**src/lts_pkg.sv**
```systemverilog
// lts_pkg: types, codes and constants shared by the lexical token scanner files
// depends on nothing; imported by lts_scan, the top level and the checker
package lts_pkg;

  // default sizes of the identifier buffer and the number accumulator
  localparam int unsigned IDENT_CHARS_DEF  = 7;
  localparam int unsigned NUMBER_WIDTH_DEF = 32;

  // fixed field widths of a result item
  localparam int unsigned KIND_W  = 5;
  localparam int unsigned NUM_W   = 32;
  localparam int unsigned TEXT_W  = 56;
  localparam int unsigned LEN_W   = 3;

  // result queue depth: room for two full bytes' worth of tokens
  localparam int unsigned FIFO_DEPTH = 4;

  // token kinds
  typedef enum logic [KIND_W-1:0] {
    TK_END    = 5'd0,
    TK_IF     = 5'd1,
    TK_ELSE   = 5'd2,
    TK_WHILE  = 5'd3,
    TK_DO     = 5'd4,
    TK_FOR    = 5'd5,
    TK_SWITCH = 5'd6,
    TK_IDENT  = 5'd7,
    TK_NUMBER = 5'd8,
    TK_LT     = 5'd9,
    TK_LE     = 5'd10,
    TK_GT     = 5'd11,
    TK_GE     = 5'd12,
    TK_ASSIGN = 5'd13,
    TK_EQ     = 5'd14,
    TK_PLUS   = 5'd15,
    TK_INC    = 5'd16,
    TK_MINUS  = 5'd17,
    TK_DEC    = 5'd18,
    TK_NE     = 5'd19,
    TK_COLON  = 5'd20,
    TK_SEMI   = 5'd21,
    TK_LBRACE = 5'd22,
    TK_RBRACE = 5'd23,
    TK_LPAREN = 5'd24,
    TK_RPAREN = 5'd25,
    TK_PCT    = 5'd26,
    TK_LBRACK = 5'd27,
    TK_STAR   = 5'd28,
    TK_SLASH  = 5'd29,
    TK_ERROR  = 5'd30
  } kind_t;

  // scanner modes
  typedef enum logic [3:0] {
    M_IDLE,
    M_IDENT,
    M_NUMBER,
    M_LT,
    M_GT,
    M_EQ,
    M_PLUS,
    M_MINUS,
    M_BANG,
    M_SLASH,
    M_COMMENT,
    M_CSTAR
  } mode_t;

  // one result item
  typedef struct packed {
    kind_t             kind;
    logic [NUM_W-1:0]  num;
    logic [TEXT_W-1:0] text;
    logic [LEN_W-1:0]  len;
    logic              ovf;
    logic              last;
  } tok_t;

  // tokens produced by one byte, packed from slot 0
  typedef struct packed {
    logic [1:0] count;
    tok_t       tok0;
    tok_t       tok1;
  } step_t;

  // keywords, first character in the low byte
  localparam int unsigned KW_NUM = 6;
  localparam logic [63:0] KW_TEXT [KW_NUM] = '{
    64'h0000_0000_0000_6669,  // if
    64'h0000_0000_6573_6C65,  // else
    64'h0000_0065_6C69_6877,  // while
    64'h0000_0000_0000_6F64,  // do
    64'h0000_0000_0072_6F66,  // for
    64'h0000_6863_7469_7773   // switch
  };
  localparam int unsigned KW_LEN [KW_NUM] = '{2, 4, 5, 2, 3, 6};
  localparam kind_t KW_KIND [KW_NUM] = '{TK_IF, TK_ELSE, TK_WHILE, TK_DO, TK_FOR, TK_SWITCH};

  // token with only a kind
  function automatic tok_t plain_tok(kind_t k);
    tok_t t;
    t      = '0;
    t.kind = k;
    return t;
  endfunction

  function automatic logic is_letter(logic [7:0] c);
    return (c inside {[8'h41:8'h5A], [8'h61:8'h7A]});
  endfunction

  function automatic logic is_digit(logic [7:0] c);
    return (c inside {[8'h30:8'h39]});
  endfunction

endpackage

```
**src/lts_scan.sv**
```systemverilog
// lts_scan: scanner state and the per-byte token logic, up to two tokens a byte
// depends on lts_pkg
module lts_scan
  import lts_pkg::*;
#(
  parameter int unsigned IDENT_CHARS  = IDENT_CHARS_DEF,
  parameter int unsigned NUMBER_WIDTH = NUMBER_WIDTH_DEF
) (
  input  logic       clk,
  input  logic       rst_n,
  input  logic       step,
  input  logic [7:0] byte_in,
  output step_t      result
);

  localparam int unsigned BUF_W  = 8 * IDENT_CHARS;
  localparam int unsigned CNT_W  = $clog2(IDENT_CHARS + 1);
  localparam int unsigned WIDE_W = NUMBER_WIDTH + 4;

  mode_t                   mode_r, mode_nxt;
  logic [BUF_W-1:0]        buf_r, buf_nxt;
  logic [CNT_W-1:0]        cnt_r, cnt_nxt;
  logic [NUMBER_WIDTH-1:0] acc_r, acc_nxt;
  logic                    ovf_r, ovf_nxt;

  logic                    has_a, has_b;
  tok_t                    tok_a, tok_b;
  logic                    do_start, fresh, add_ch, add_dg;
  logic                    is_pair;
  logic [7:0]              pair_second;
  kind_t                   pair_short, pair_long;
  logic                    kw_hit;
  kind_t                   kw_kind;
  logic [BUF_W-1:0]        base_buf;
  logic [CNT_W-1:0]        base_cnt;
  logic [NUMBER_WIDTH-1:0] base_acc;
  logic                    base_ovf;
  logic [WIDE_W-1:0]       wide;
  logic [63:0]             text_ext;

  // keyword match on the finished identifier
  always_comb begin
    kw_hit  = 1'b0;
    kw_kind = TK_IDENT;
    for (int k = 0; k < KW_NUM; k++) begin
      if (!kw_hit && !ovf_r && cnt_r == CNT_W'(KW_LEN[k]) &&
          buf_r == KW_TEXT[k][BUF_W-1:0]) begin
        kw_hit  = 1'b1;
        kw_kind = KW_KIND[k];
      end
    end
  end

  assign text_ext = 64'(buf_r);

  // token logic and next state
  always_comb begin
    mode_nxt    = mode_r;
    has_a       = 1'b0;
    has_b       = 1'b0;
    tok_a       = plain_tok(TK_END);
    tok_b       = plain_tok(TK_END);
    do_start    = 1'b0;
    fresh       = 1'b0;
    add_ch      = 1'b0;
    add_dg      = 1'b0;
    is_pair     = 1'b0;
    pair_second = 8'h3D;
    pair_short  = TK_ERROR;
    pair_long   = TK_ERROR;

    case (mode_r)
      M_IDENT: begin
        if (is_letter(byte_in) || is_digit(byte_in)) begin
          add_ch = 1'b1;
        end else begin
          has_a = 1'b1;
          if (kw_hit) begin
            tok_a = plain_tok(kw_kind);
          end else begin
            tok_a      = plain_tok(TK_IDENT);
            tok_a.text = text_ext[TEXT_W-1:0];
            tok_a.len  = LEN_W'(cnt_r);
            tok_a.ovf  = ovf_r;
          end
          do_start = 1'b1;
        end
      end
      M_NUMBER: begin
        if (is_digit(byte_in)) begin
          add_dg = 1'b1;
        end else begin
          has_a     = 1'b1;
          tok_a     = plain_tok(TK_NUMBER);
          tok_a.num = NUM_W'(acc_r);
          tok_a.ovf = ovf_r;
          do_start  = 1'b1;
        end
      end
      M_LT: begin
        is_pair = 1'b1; pair_short = TK_LT; pair_long = TK_LE;
      end
      M_GT: begin
        is_pair = 1'b1; pair_short = TK_GT; pair_long = TK_GE;
      end
      M_EQ: begin
        is_pair = 1'b1; pair_short = TK_ASSIGN; pair_long = TK_EQ;
      end
      M_PLUS: begin
        is_pair = 1'b1; pair_second = 8'h2B; pair_short = TK_PLUS; pair_long = TK_INC;
      end
      M_MINUS: begin
        is_pair = 1'b1; pair_second = 8'h2D; pair_short = TK_MINUS; pair_long = TK_DEC;
      end
      M_BANG: begin
        is_pair = 1'b1; pair_short = TK_ERROR; pair_long = TK_NE;
      end
      M_SLASH: begin
        if (byte_in == 8'h2A) begin
          mode_nxt = M_COMMENT;
        end else begin
          has_a    = 1'b1;
          tok_a    = plain_tok(TK_SLASH);
          do_start = 1'b1;
        end
      end
      M_COMMENT, M_CSTAR: begin
        if (byte_in == 8'h40) begin
          has_a    = 1'b1;
          tok_a    = plain_tok(TK_ERROR);
          has_b    = 1'b1;
          tok_b    = plain_tok(TK_END);
          mode_nxt = M_IDLE;
        end else if (byte_in == 8'h2A) begin
          mode_nxt = M_CSTAR;
        end else if (byte_in == 8'h2F && mode_r == M_CSTAR) begin
          mode_nxt = M_IDLE;
        end else begin
          mode_nxt = M_COMMENT;
        end
      end
      default: begin
        do_start = 1'b1;
      end
    endcase

    // two-character operators
    if (is_pair) begin
      has_a = 1'b1;
      if (byte_in == pair_second) begin
        tok_a    = plain_tok(pair_long);
        mode_nxt = M_IDLE;
      end else begin
        tok_a    = plain_tok(pair_short);
        do_start = 1'b1;
      end
    end

    // scan the byte as the first of a new token
    if (do_start) begin
      mode_nxt = M_IDLE;
      if (byte_in == 8'h20 || byte_in == 8'h0A) begin
        mode_nxt = M_IDLE;
      end else if (is_letter(byte_in)) begin
        fresh    = 1'b1;
        add_ch   = 1'b1;
        mode_nxt = M_IDENT;
      end else if (is_digit(byte_in)) begin
        fresh    = 1'b1;
        add_dg   = 1'b1;
        mode_nxt = M_NUMBER;
      end else begin
        case (byte_in)
          8'h3C: mode_nxt = M_LT;
          8'h3E: mode_nxt = M_GT;
          8'h3D: mode_nxt = M_EQ;
          8'h2B: mode_nxt = M_PLUS;
          8'h2D: mode_nxt = M_MINUS;
          8'h21: mode_nxt = M_BANG;
          8'h2F: mode_nxt = M_SLASH;
          8'h3A: begin has_b = 1'b1; tok_b = plain_tok(TK_COLON);  end
          8'h3B: begin has_b = 1'b1; tok_b = plain_tok(TK_SEMI);   end
          8'h7B: begin has_b = 1'b1; tok_b = plain_tok(TK_LBRACE); end
          8'h7D: begin has_b = 1'b1; tok_b = plain_tok(TK_RBRACE); end
          8'h28: begin has_b = 1'b1; tok_b = plain_tok(TK_LPAREN); end
          8'h29: begin has_b = 1'b1; tok_b = plain_tok(TK_RPAREN); end
          8'h25: begin has_b = 1'b1; tok_b = plain_tok(TK_PCT);    end
          8'h5B: begin has_b = 1'b1; tok_b = plain_tok(TK_LBRACK); end
          8'h2A: begin has_b = 1'b1; tok_b = plain_tok(TK_STAR);   end
          8'h40: begin has_b = 1'b1; tok_b = plain_tok(TK_END);    end
          default: begin has_b = 1'b1; tok_b = plain_tok(TK_ERROR); end
        endcase
      end
    end

    // identifier and number accumulation, from fresh state on a new token
    base_buf = fresh ? '0 : buf_r;
    base_cnt = fresh ? '0 : cnt_r;
    base_acc = fresh ? '0 : acc_r;
    base_ovf = fresh ? 1'b0 : ovf_r;
    buf_nxt  = buf_r;
    cnt_nxt  = cnt_r;
    acc_nxt  = acc_r;
    ovf_nxt  = ovf_r;
    wide     = {3'b000, base_acc, 1'b0} + {1'b0, base_acc, 3'b000} +
               WIDE_W'(byte_in[3:0]);
    if (add_ch) begin
      buf_nxt = base_buf;
      cnt_nxt = base_cnt;
      ovf_nxt = base_ovf;
      if (base_cnt < CNT_W'(IDENT_CHARS)) begin
        for (int i = 0; i < IDENT_CHARS; i++) begin
          if (base_cnt == CNT_W'(i)) buf_nxt[8*i +: 8] = byte_in;
        end
        cnt_nxt = base_cnt + CNT_W'(1);
      end else begin
        ovf_nxt = 1'b1;
      end
    end
    if (add_dg) begin
      if (base_ovf || wide[WIDE_W-1:NUMBER_WIDTH] != '0) begin
        acc_nxt = '1;
        ovf_nxt = 1'b1;
      end else begin
        acc_nxt = wide[NUMBER_WIDTH-1:0];
        ovf_nxt = 1'b0;
      end
    end

    // pack the tokens from slot 0 and mark the final one
    if (has_b) tok_b.last = 1'b1;
    else       tok_a.last = 1'b1;
    result.count = {1'b0, has_a} + {1'b0, has_b};
    result.tok0  = has_a ? tok_a : tok_b;
    result.tok1  = tok_b;
  end

  // scanner state
  always_ff @(posedge clk) begin
    if (!rst_n) begin
      mode_r <= M_IDLE;
      buf_r  <= '0;
      cnt_r  <= '0;
      acc_r  <= '0;
      ovf_r  <= 1'b0;
    end else if (step) begin
      mode_r <= mode_nxt;
      buf_r  <= buf_nxt;
      cnt_r  <= cnt_nxt;
      acc_r  <= acc_nxt;
      ovf_r  <= ovf_nxt;
    end
  end

endmodule

```
**src/lexical_token_scanner_top.sv**
```systemverilog
// lexical_token_scanner_top: byte-in, token-out scanner with a small result queue
// depends on lts_pkg and lts_scan
//
//   channel  direction  payload                                         handshake
//   in_      input      byte_req (8)                                    in_valid / in_ready
//   out_     output     token_kind, number_value, ident_text,           out_valid / out_ready
//                       ident_length, overflow, last
//
// one byte can be accepted every cycle while in_ready is high; with an empty queue its
// first token shows on out_ the cycle after acceptance, a second after the first is taken
// a byte may give zero, one or two tokens; the queue holds four tokens
// in_ready is high while at most two tokens are queued; with out_ready held high a
// two-token byte adds one token of backlog, and a two-token byte that meets two queued
// tokens holds the input until one drains; bytes with no token drain the backlog
// reset (rst_n low, synchronous) empties the queue and returns the scanner to idle
module lexical_token_scanner_top
  import lts_pkg::*;
#(
  parameter int unsigned IDENT_CHARS  = IDENT_CHARS_DEF,
  parameter int unsigned NUMBER_WIDTH = NUMBER_WIDTH_DEF
) (
  input  logic              clk,
  input  logic              rst_n,
  input  logic              in_valid,
  output logic              in_ready,
  input  logic [7:0]        in_byte_req,
  output logic              out_valid,
  input  logic              out_ready,
  output logic [KIND_W-1:0] out_token_kind,
  output logic [NUM_W-1:0]  out_number_value,
  output logic [TEXT_W-1:0] out_ident_text,
  output logic [LEN_W-1:0]  out_ident_length,
  output logic              out_overflow,
  output logic              out_last
);

  localparam int unsigned PTR_W = $clog2(FIFO_DEPTH);
  localparam int unsigned CNT_W = $clog2(FIFO_DEPTH + 1);

  step_t            result;
  logic             in_acc, out_acc;
  tok_t             fifo_r [FIFO_DEPTH];
  tok_t             head;
  logic [PTR_W-1:0] wr_ptr_r, wr_ptr_nxt, rd_ptr_r, rd_ptr_nxt;
  logic [CNT_W-1:0] cnt_r, cnt_nxt;
  logic [CNT_W-1:0] push_n;

  assign in_ready  = (cnt_r <= CNT_W'(FIFO_DEPTH - 2));
  assign in_acc    = in_valid && in_ready;
  assign out_valid = (cnt_r != '0);
  assign out_acc   = out_valid && out_ready;

  lts_scan #(
    .IDENT_CHARS  (IDENT_CHARS),
    .NUMBER_WIDTH (NUMBER_WIDTH)
  ) u_scan (
    .clk     (clk),
    .rst_n   (rst_n),
    .step    (in_acc),
    .byte_in (in_byte_req),
    .result  (result)
  );

  // queue pointers and fill count
  always_comb begin
    push_n     = in_acc ? CNT_W'(result.count) : '0;
    wr_ptr_nxt = wr_ptr_r + PTR_W'(push_n);
    rd_ptr_nxt = rd_ptr_r + PTR_W'(out_acc);
    cnt_nxt    = cnt_r + push_n - CNT_W'(out_acc);
  end

  always_ff @(posedge clk) begin
    if (!rst_n) begin
      wr_ptr_r <= '0;
      rd_ptr_r <= '0;
      cnt_r    <= '0;
    end else begin
      wr_ptr_r <= wr_ptr_nxt;
      rd_ptr_r <= rd_ptr_nxt;
      cnt_r    <= cnt_nxt;
    end
  end

  // token storage, up to two writes per item
  always_ff @(posedge clk) begin
    if (in_acc && result.count != 2'd0) fifo_r[wr_ptr_r] <= result.tok0;
    if (in_acc && result.count == 2'd2) fifo_r[wr_ptr_r + PTR_W'(1)] <= result.tok1;
  end

  // head of queue to the ports
  assign head             = fifo_r[rd_ptr_r];
  assign out_token_kind   = head.kind;
  assign out_number_value = head.num;
  assign out_ident_text   = head.text;
  assign out_ident_length = head.len;
  assign out_overflow     = head.ovf;
  assign out_last         = head.last;

endmodule

```
**config.mk**
```make
export PLATFORM = sky130hd
export DESIGN_NAME = lexical_token_scanner_top
export DESIGN_NICKNAME = d
export VERILOG_FILES = /design/src/lts_pkg.sv /design/src/lts_scan.sv /design/src/lexical_token_scanner_top.sv
export SDC_FILE = /design/constraint.sdc
export NUM_CORES = 1
export LEC_CHECK = 0
export BUFFER_PORTS_ARGS = -buffer_cell sky130_fd_sc_hd__buf_4
export CELL_PAD_IN_SITES_DETAIL_PLACEMENT = 0
export CELL_PAD_IN_SITES_GLOBAL_PLACEMENT = 2
export CORE_ASPECT_RATIO = 0.5
export CORE_UTILIZATION = 48
export DETAILED_ROUTE_END_ITERATION = 16
export GPL_TIMING_DRIVEN = 1
export MAX_ROUTING_LAYER = met4
export PLACE_DENSITY = 0.89
export SLEW_MARGIN = 5
export SYNTH_ARGS = -nofsm -noshare
export SYNTH_HDL_FRONTEND = slang
export SYNTH_HIERARCHICAL = 1
export SYNTH_SLANG_ARGS = --single-unit
```
**constraint.sdc**
```tcl
create_clock -name clk -period 18.4 [get_ports clk]
set_input_delay 0.92 -clock clk [delete_from_list [all_inputs] [get_ports clk]]
set_output_delay 0.92 -clock clk [all_outputs]
set_load 0.03 [all_outputs]
```
# Word-level counts from Yosys, hierarchy flattened
# Memory sizes are Yosys's and may differ from the RTL's. A register that Yosys moved wholly into a read port is not among the register bits.
# Cells that the tools add are included.
# word_totals
regBits,103
latch_bits,0
ram_bits,392
mem_bits_ro,0
inputBits,12
output_inout_bits,100
mem_count,1
# classes
n_addsub,9
multipliers,0
div,0
n_lt_le_gt_ge,8
n_eq_ne,49
shift,0
n_mux,97
bitwise_logic,0
n_reduce_logical,48
# mem_list
memory,depth,width,rd,rd_clocked_by_memory_dff,wr,line_no,rtl
fifo_r,4,98,1,1,2,lexical_token_scanner_top.sv:42,tok_t fifo_r [FIFO_DEPTH];
# op_table
cell,n
2-to-1 mux 98 bit,10
case mux 98 bit (10 select lines),1
case mux 98 bit (4 select lines),1
"equality test 56 x 15 -> 1 bit, second input constant",2
"equality test 8 x 6 -> 1 bit, second input constant",14
2-to-1 mux 56 bit,2
2-to-1 mux 97 bit,1
2-to-1 mux 96 bit,1
2-to-1 mux 32 bit,2
"equality test 56 x 23 -> 1 bit, second input constant",1
"equality test 56 x 31 -> 1 bit, second input constant",1
"equality test 56 x 39 -> 1 bit, second input constant",1
"equality test 56 x 47 -> 1 bit, second input constant",1
2-to-1 mux 8 bit,7
2-to-1 mux 1 bit,45
2-to-1 mux 4 bit,10
adder 33 x 35 -> 36 bit,1
adder 36 x 4 -> 36 bit,1
"equality test 8 x 7 -> 1 bit, second input constant",4
case mux 5 bit (6 select lines),1
case mux 4 bit (7 select lines),1
logical AND 1 bit,25
case mux 5 bit (5 select lines),1
2-to-1 mux 3 bit,8
other kinds (38),69

# Depth between registers and ports, before layout
# logic_depth
word_depth,35
mapped_depth,22
ltp_nobuf,19

# Cells and area by module
# The synthesis kept the hierarchy.
# by_module_without_submodules
mod,instances,cells_per_inst,area_each_um2,seq_area_each_um2
lexical_token_scanner_top,1,1006,19632.6,11911.4
lts_scan,1,1121,8455.6,1921.8

# Least setup slack after synthesis
# No wires, ideal clock.
# synth_timing
path_kind,input-to-reg
start,in in_byte_req[6]
end,mem fifo_r[1][0] in the netlist's numbering (enable)
arrival_time_ns,10.409
required_time_ns,17.700
setup_slack_ns,7.290
stages,12
cell_sequence,buf_2 nor3b_2 nand3_1 a31o_2 a211oi_2 nor2_1 nand2_1 o21ai_0 ha_1 buf_4 nand2_1 a211oi_1
# synth_lines
item,line_no,rtl
start: declaration,lexical_token_scanner_top.sv:26,"input logic [7:0] in_byte_req,"
end: declaration,lexical_token_scanner_top.sv:42,

# Final worst setup path
# layout_timing
start,reg u_scan.mode_r[2]
end,reg u_scan.acc_r[5]
# layout_via
elab_chain_cells,12
# layout_rtl
item,line_no,rtl
start: declaration,lts_scan.sv:20,"mode_t mode_r, mode_nxt;"
start signal: assignment,lts_scan.sv:247,mode_r <= mode_nxt;
equality test 4 x 3 -> 1 bit (tied with other cells),lts_scan.sv:72,case (mode_r)
case mux 5 bit (2 select lines) / OR reduction 8 bit (equally long branches),n/a,
equality test 8 x 6 -> 1 bit / case mux 1 bit (4 select lines) (equally long branches),"lts_scan.sv:150, lts_scan.sv:72",
2-to-1 mux 1 bit,lts_scan.sv:150,if (byte_in == pair_second) begin
2-to-1 mux 1 bit,lts_scan.sv:148,if (is_pair) begin
2-to-1 mux 1 bit,lts_scan.sv:160,if (do_start) begin
2-to-1 mux 32 bit,lts_scan.sv:199,base_acc = fresh ? '0 : acc_r;
adder 33 x 35 -> 36 bit,lts_scan.sv:205,"wide = {3'b000, base_acc, 1'b0} + {1'b0, base_acc, 3'b000} +"
adder 36 x 4 -> 36 bit,lts_scan.sv:205,
nonzero test 4 bit,lts_scan.sv:221,if (base_ovf || wide[WIDE_W-1:NUMBER_WIDTH] != '0) begin
logical OR 1 bit,lts_scan.sv:221,
2-to-1 mux 32 bit,lts_scan.sv:221,
end signal: assignment,lts_scan.sv:250,acc_r <= acc_nxt;
end: declaration,lts_scan.sv:23,"logic [NUMBER_WIDTH-1:0] acc_r, acc_nxt;"
# Several ways; a longest one is shown, not always the timed one.
# A chain may end at the register's enable or synchronous reset.

==> run summary <==
Netlist cell types: 73
via count of the first global-routing pass: 17.8k
all-layer global routing usage: 22.5%
worst-margin pin slew: 1120 ps
top library cells by usage in the layout, fill and taps aside: 392 x sky130_fd_sc_hd__edfxtp_1, 314 x sky130_fd_sc_hd__mux2_2, 141 x sky130_fd_sc_hd__and2_1
overall die height: 173 um
number of sinks on the clock net: 495
required time of the critical path: 18800 ps
Die Width: 344 um
CTS tree: done
CTS H-tree depth: 2
NetSw: 1.19 mW
setup repair after global routing missed its margin: false
Worst setup SP type: flop
signal arrival time at the worst endpoint: 7090 ps
post-synthesis cell count: 2127
most common cell after layout, fill and taps aside: sky130_fd_sc_hd__edfxtp_1
Reg-to-Reg End: u_scan/acc_r[5]$_SDFFE_PN0P_
non-filler instance count after layout: 2995
final core occ: 53.2%
worst slack at placement: 11230 ps
remaining global-route overflow: 0
layout cells sized above 1: 32.7%
category of cells accounting for the largest share of critical-path delay: compound AO/OA/AOI/OAI gates
1st-iter DRT viols: 1423
number of antenna violations at the first check in global routing: 0
Mapped Avg Cell Area: 13.2 sq um
Gates resized, CTS repair: 0
# nets final: 2277
routed len/inst: 21.5 um
total number of vias: 17.2k
first-pass iteration count of the detailed router: 5
number of I/O pins: 112
share of synthesized area occupied by flip-flops and latches: 49.2%
Final Hold Violating Endpoints: 0
total of endpoints with negative setup slack in the final report: 0
net switching fraction of the power: 33.1%
count of nets left with antenna violations after detail routing: 0
sum of negative setup slack: 0 ps
clock network fraction of design power: 26.9%
count of synthesis-stage warnings from yosys: 6
Sequential Power Share: 40.9%
min-delay worst type: reg -> reg
final worst-path setup slack: 11710 ps
diodes inserted: 0
CTS max path bufs: 3
Routed WL: 64.3 mm
CTS Buf Count: 48
Std-Cell Rows: 62
sequence of cells on the critical path: nor2b_1, o2111ai_1, a211o_1, a211oi_2, nand2b_1, buf_4, and2_1, ha_1, ha_1, nand4_1, nor4_1, nand2_1, o2111ai_1, a31oi_1, a21boi_0, nand4b_1, a21oi_4, a21oi_1
cell count after placement: 2906
status: finished clean
total half-perimeter wirelength after legalization and detailed placement: 40.0 mm
Max rail drop VDD: 0.0000998 V
Setup Skew: 25.5 ps
dominant register cell in the synthesized netlist: sky130_fd_sc_hd__edfxtp_1
post-cts hold buffer count: 0
postcts setup bufs: 0
Placeable Area: 57600 sq um
Root Buffer: sky130_fd_sc_hd__clkbuf_16
share of flip-flops with an asynchronous set or reset: 0%
clock latency of the later-clocked register in the worst-skew pair: 600 ps
Slowest cell on crit path: sky130_fd_sc_hd__a21oi_4
biggest cell delay along the critical path: 910 ps
kind of end point of the critical path: flop
max-capacitance violation count: 0
combinational power share: 32.2%
crit share post-route: 36.3%
area growth from synthesis to final layout: 9.10%
clock transition at the registers of the reported paths: 60 ps
Critical Setup Path Class: reg -> reg
minimum setup slack among reg-to-reg paths: 11710 ps
number of buffer cells added on primary ports: 111
area of the mapped netlist: 28100 sq um
final RePlAce weighted congestion: 0.943
biggest fanout along the worst timing path: 33
end of the worst hold path: u_scan/buf_r[26]$_SDFFE_PN0P_
depth of the worst hold-timing path: 2
DR vias/cell: 5.73
start point of the worst min-delay path: u_scan/buf_r[26]$_SDFFE_PN0P_
number of register bits inferred by synthesis: 495
global-route wire length before repair: 102 mm
# DRC: 0
internal power: 2.41 mW
highest clock rate: 0.150 GHz
pins over their slew limit: 0
standby leakage power: 12.2 nW
number of synthesized flops with an enable pin: 392
maximum number of pins on one net before global-route repair: 83
number of cells on the worst reg-to-reg path: 18
tightest slew margin relative to the limit: 25.5%
Filler cells: 4910
final period demand of the worst path: 6690 ps
source of the worst register-to-register timing path: u_scan/mode_r[2]$_SDFFE_PN0P_
Cell Pwr Density: 117 nW/um^2
count of buffer and inverter cells on the critical path: 1
die area: 59500 sq um
initial standard-cell utilization of the core: 48.8%
[layout make-up]
| type | instances | area [sq um] | area share, % |
|---|---|---|---|
| clock inverter | 20 | 203 | 0.661 |
| multi-input combinational | 1473 | 13200 | 43.0 |
| timing repair buffer | 138 | 1040 | 3.38 |
| inverter | 32 | 120 | 0.392 |
| tap | 768 | 961 | 3.14 |
| sequential | 495 | 13800 | 45.2 |
| clock buffer | 69 | 1300 | 4.24 |
[cells in the mapped netlist, drive strengths merged (8+ instances only)]
cell      n  area [sq um]
xnor2    14           123
mux4     98          2210
nor4     14          87.6
and2    141           882
edfxtp  392         11800
and3     11          68.8
a21oi    91           500
nor2b    35           219
nand4    24           210
nor2     54           205
inv      32           120
buf     162          1140
a32oi    21           184
mux2    394          4740
o21a      8          60.1
a31oi    16           106
xor2     17           149
dfxtp   103          2060
nand3    18          90.1
ha       74           926
nand2b   11          68.8
o21ai   110           551
or3       8          50.1
clkbuf   56           210
a211oi   15           118
nand2   109           409
a21o      9          67.6
nor3     16          80.1
[how the worst max path moves through the flow]
| stage | startpoint | end | slack (ps) | depth (start not counted) |
|---|---|---|---|---|
| after floorplan | in_byte_req[6] | fifo_r[1][0]$_DFFE_PP_ | 7290 | 12 |
| after global placement | in_byte_req[6] | u_scan/acc_r[1]$_SDFFE_PN0P_ | 11400 | 19 |
| after detailed placement | in_byte_req[6] | u_scan/acc_r[8]$_SDFFE_PN0P_ | 11230 | 19 |
| after CTS | u_scan/mode_r[2]$_SDFFE_PN0P_ | u_scan/acc_r[8]$_SDFFE_PN0P_ | 11760 | 18 |
| after global routing | u_scan/mode_r[2]$_SDFFE_PN0P_ | u_scan/acc_r[5]$_SDFFE_PN0P_ | 11180 | 18 |
| final | u_scan/mode_r[2]$_SDFFE_PN0P_ | u_scan/acc_r[5]$_SDFFE_PN0P_ | 11710 | 18 |
[tightest hold or removal path, delay by kind of cell, from the launching register on]
kind,cells,cell delay [ps]
flip-flops,1,320
AND/OR/NAND/NOR,1,50
AO/OA/AOI/OAI,1,60
[sequential cells by signal, summed over array words and instances, names as in the netlist]
register,flops
u_scan/buf_r,56
fifo_r,392
cnt_r,3
wr_ptr_r,2
rd_ptr_r,2
u_scan/acc_r,32
u_scan/mode_r,4
u_scan/cnt_r,3
u_scan/ovf_r,1
[kinds of logic after synthesis]
kind of cell	synth area share (%)
AO/OA/AOI/OAI	7.01
other	0.0134
adder cells (fa/ha/maj)	3.51
flip-flops	49.2
AND/OR/NAND/NOR	9.28
multiplexers	24.7
buffers and inverters	5.24
XOR/XNOR	0.967
[layer usage]
| metal | share of wire, % | GRT usage (%) | wire (um) |
|---|---|---|---|
| met3 | 4.1 | 3.00 | 2620 |
| met2 | 49 | 36.3 | 31500 |
| met1 | 45 | 30.4 | 29100 |
| met4 | 1.6 | 4.57 | 1040 |
| met5 | 0 | - | 0 |
[through the flow]
step / hold slack, ps / total power [mW] / instance area (sq um)
3_3_place_gp: 462 / 2.66 / 29100
2_1_floorplan: 439 / 2.33 / 28400
6_report: 486 / 3.60 / 30600
3_5_place_dp: 479 / 2.67 / 29100
5_1_grt: 506 / 3.76 / 30600
4_1_cts: 490 / 3.64 / 30600
[power groups by stage]
stage | Combinational, mW | Sequential [mW] | Clock (mW)
after global placement | 1.17 | 1.49 | 0
after detailed placement | 1.17 | 1.50 | 0
final | 1.16 | 1.47 | 0.969
after CTS | 1.17 | 1.48 | 0.988
after floorplan | 0.845 | 1.49 | 0
after global routing | 1.23 | 1.49 | 1.04
(Power assumes the default switching activity.)
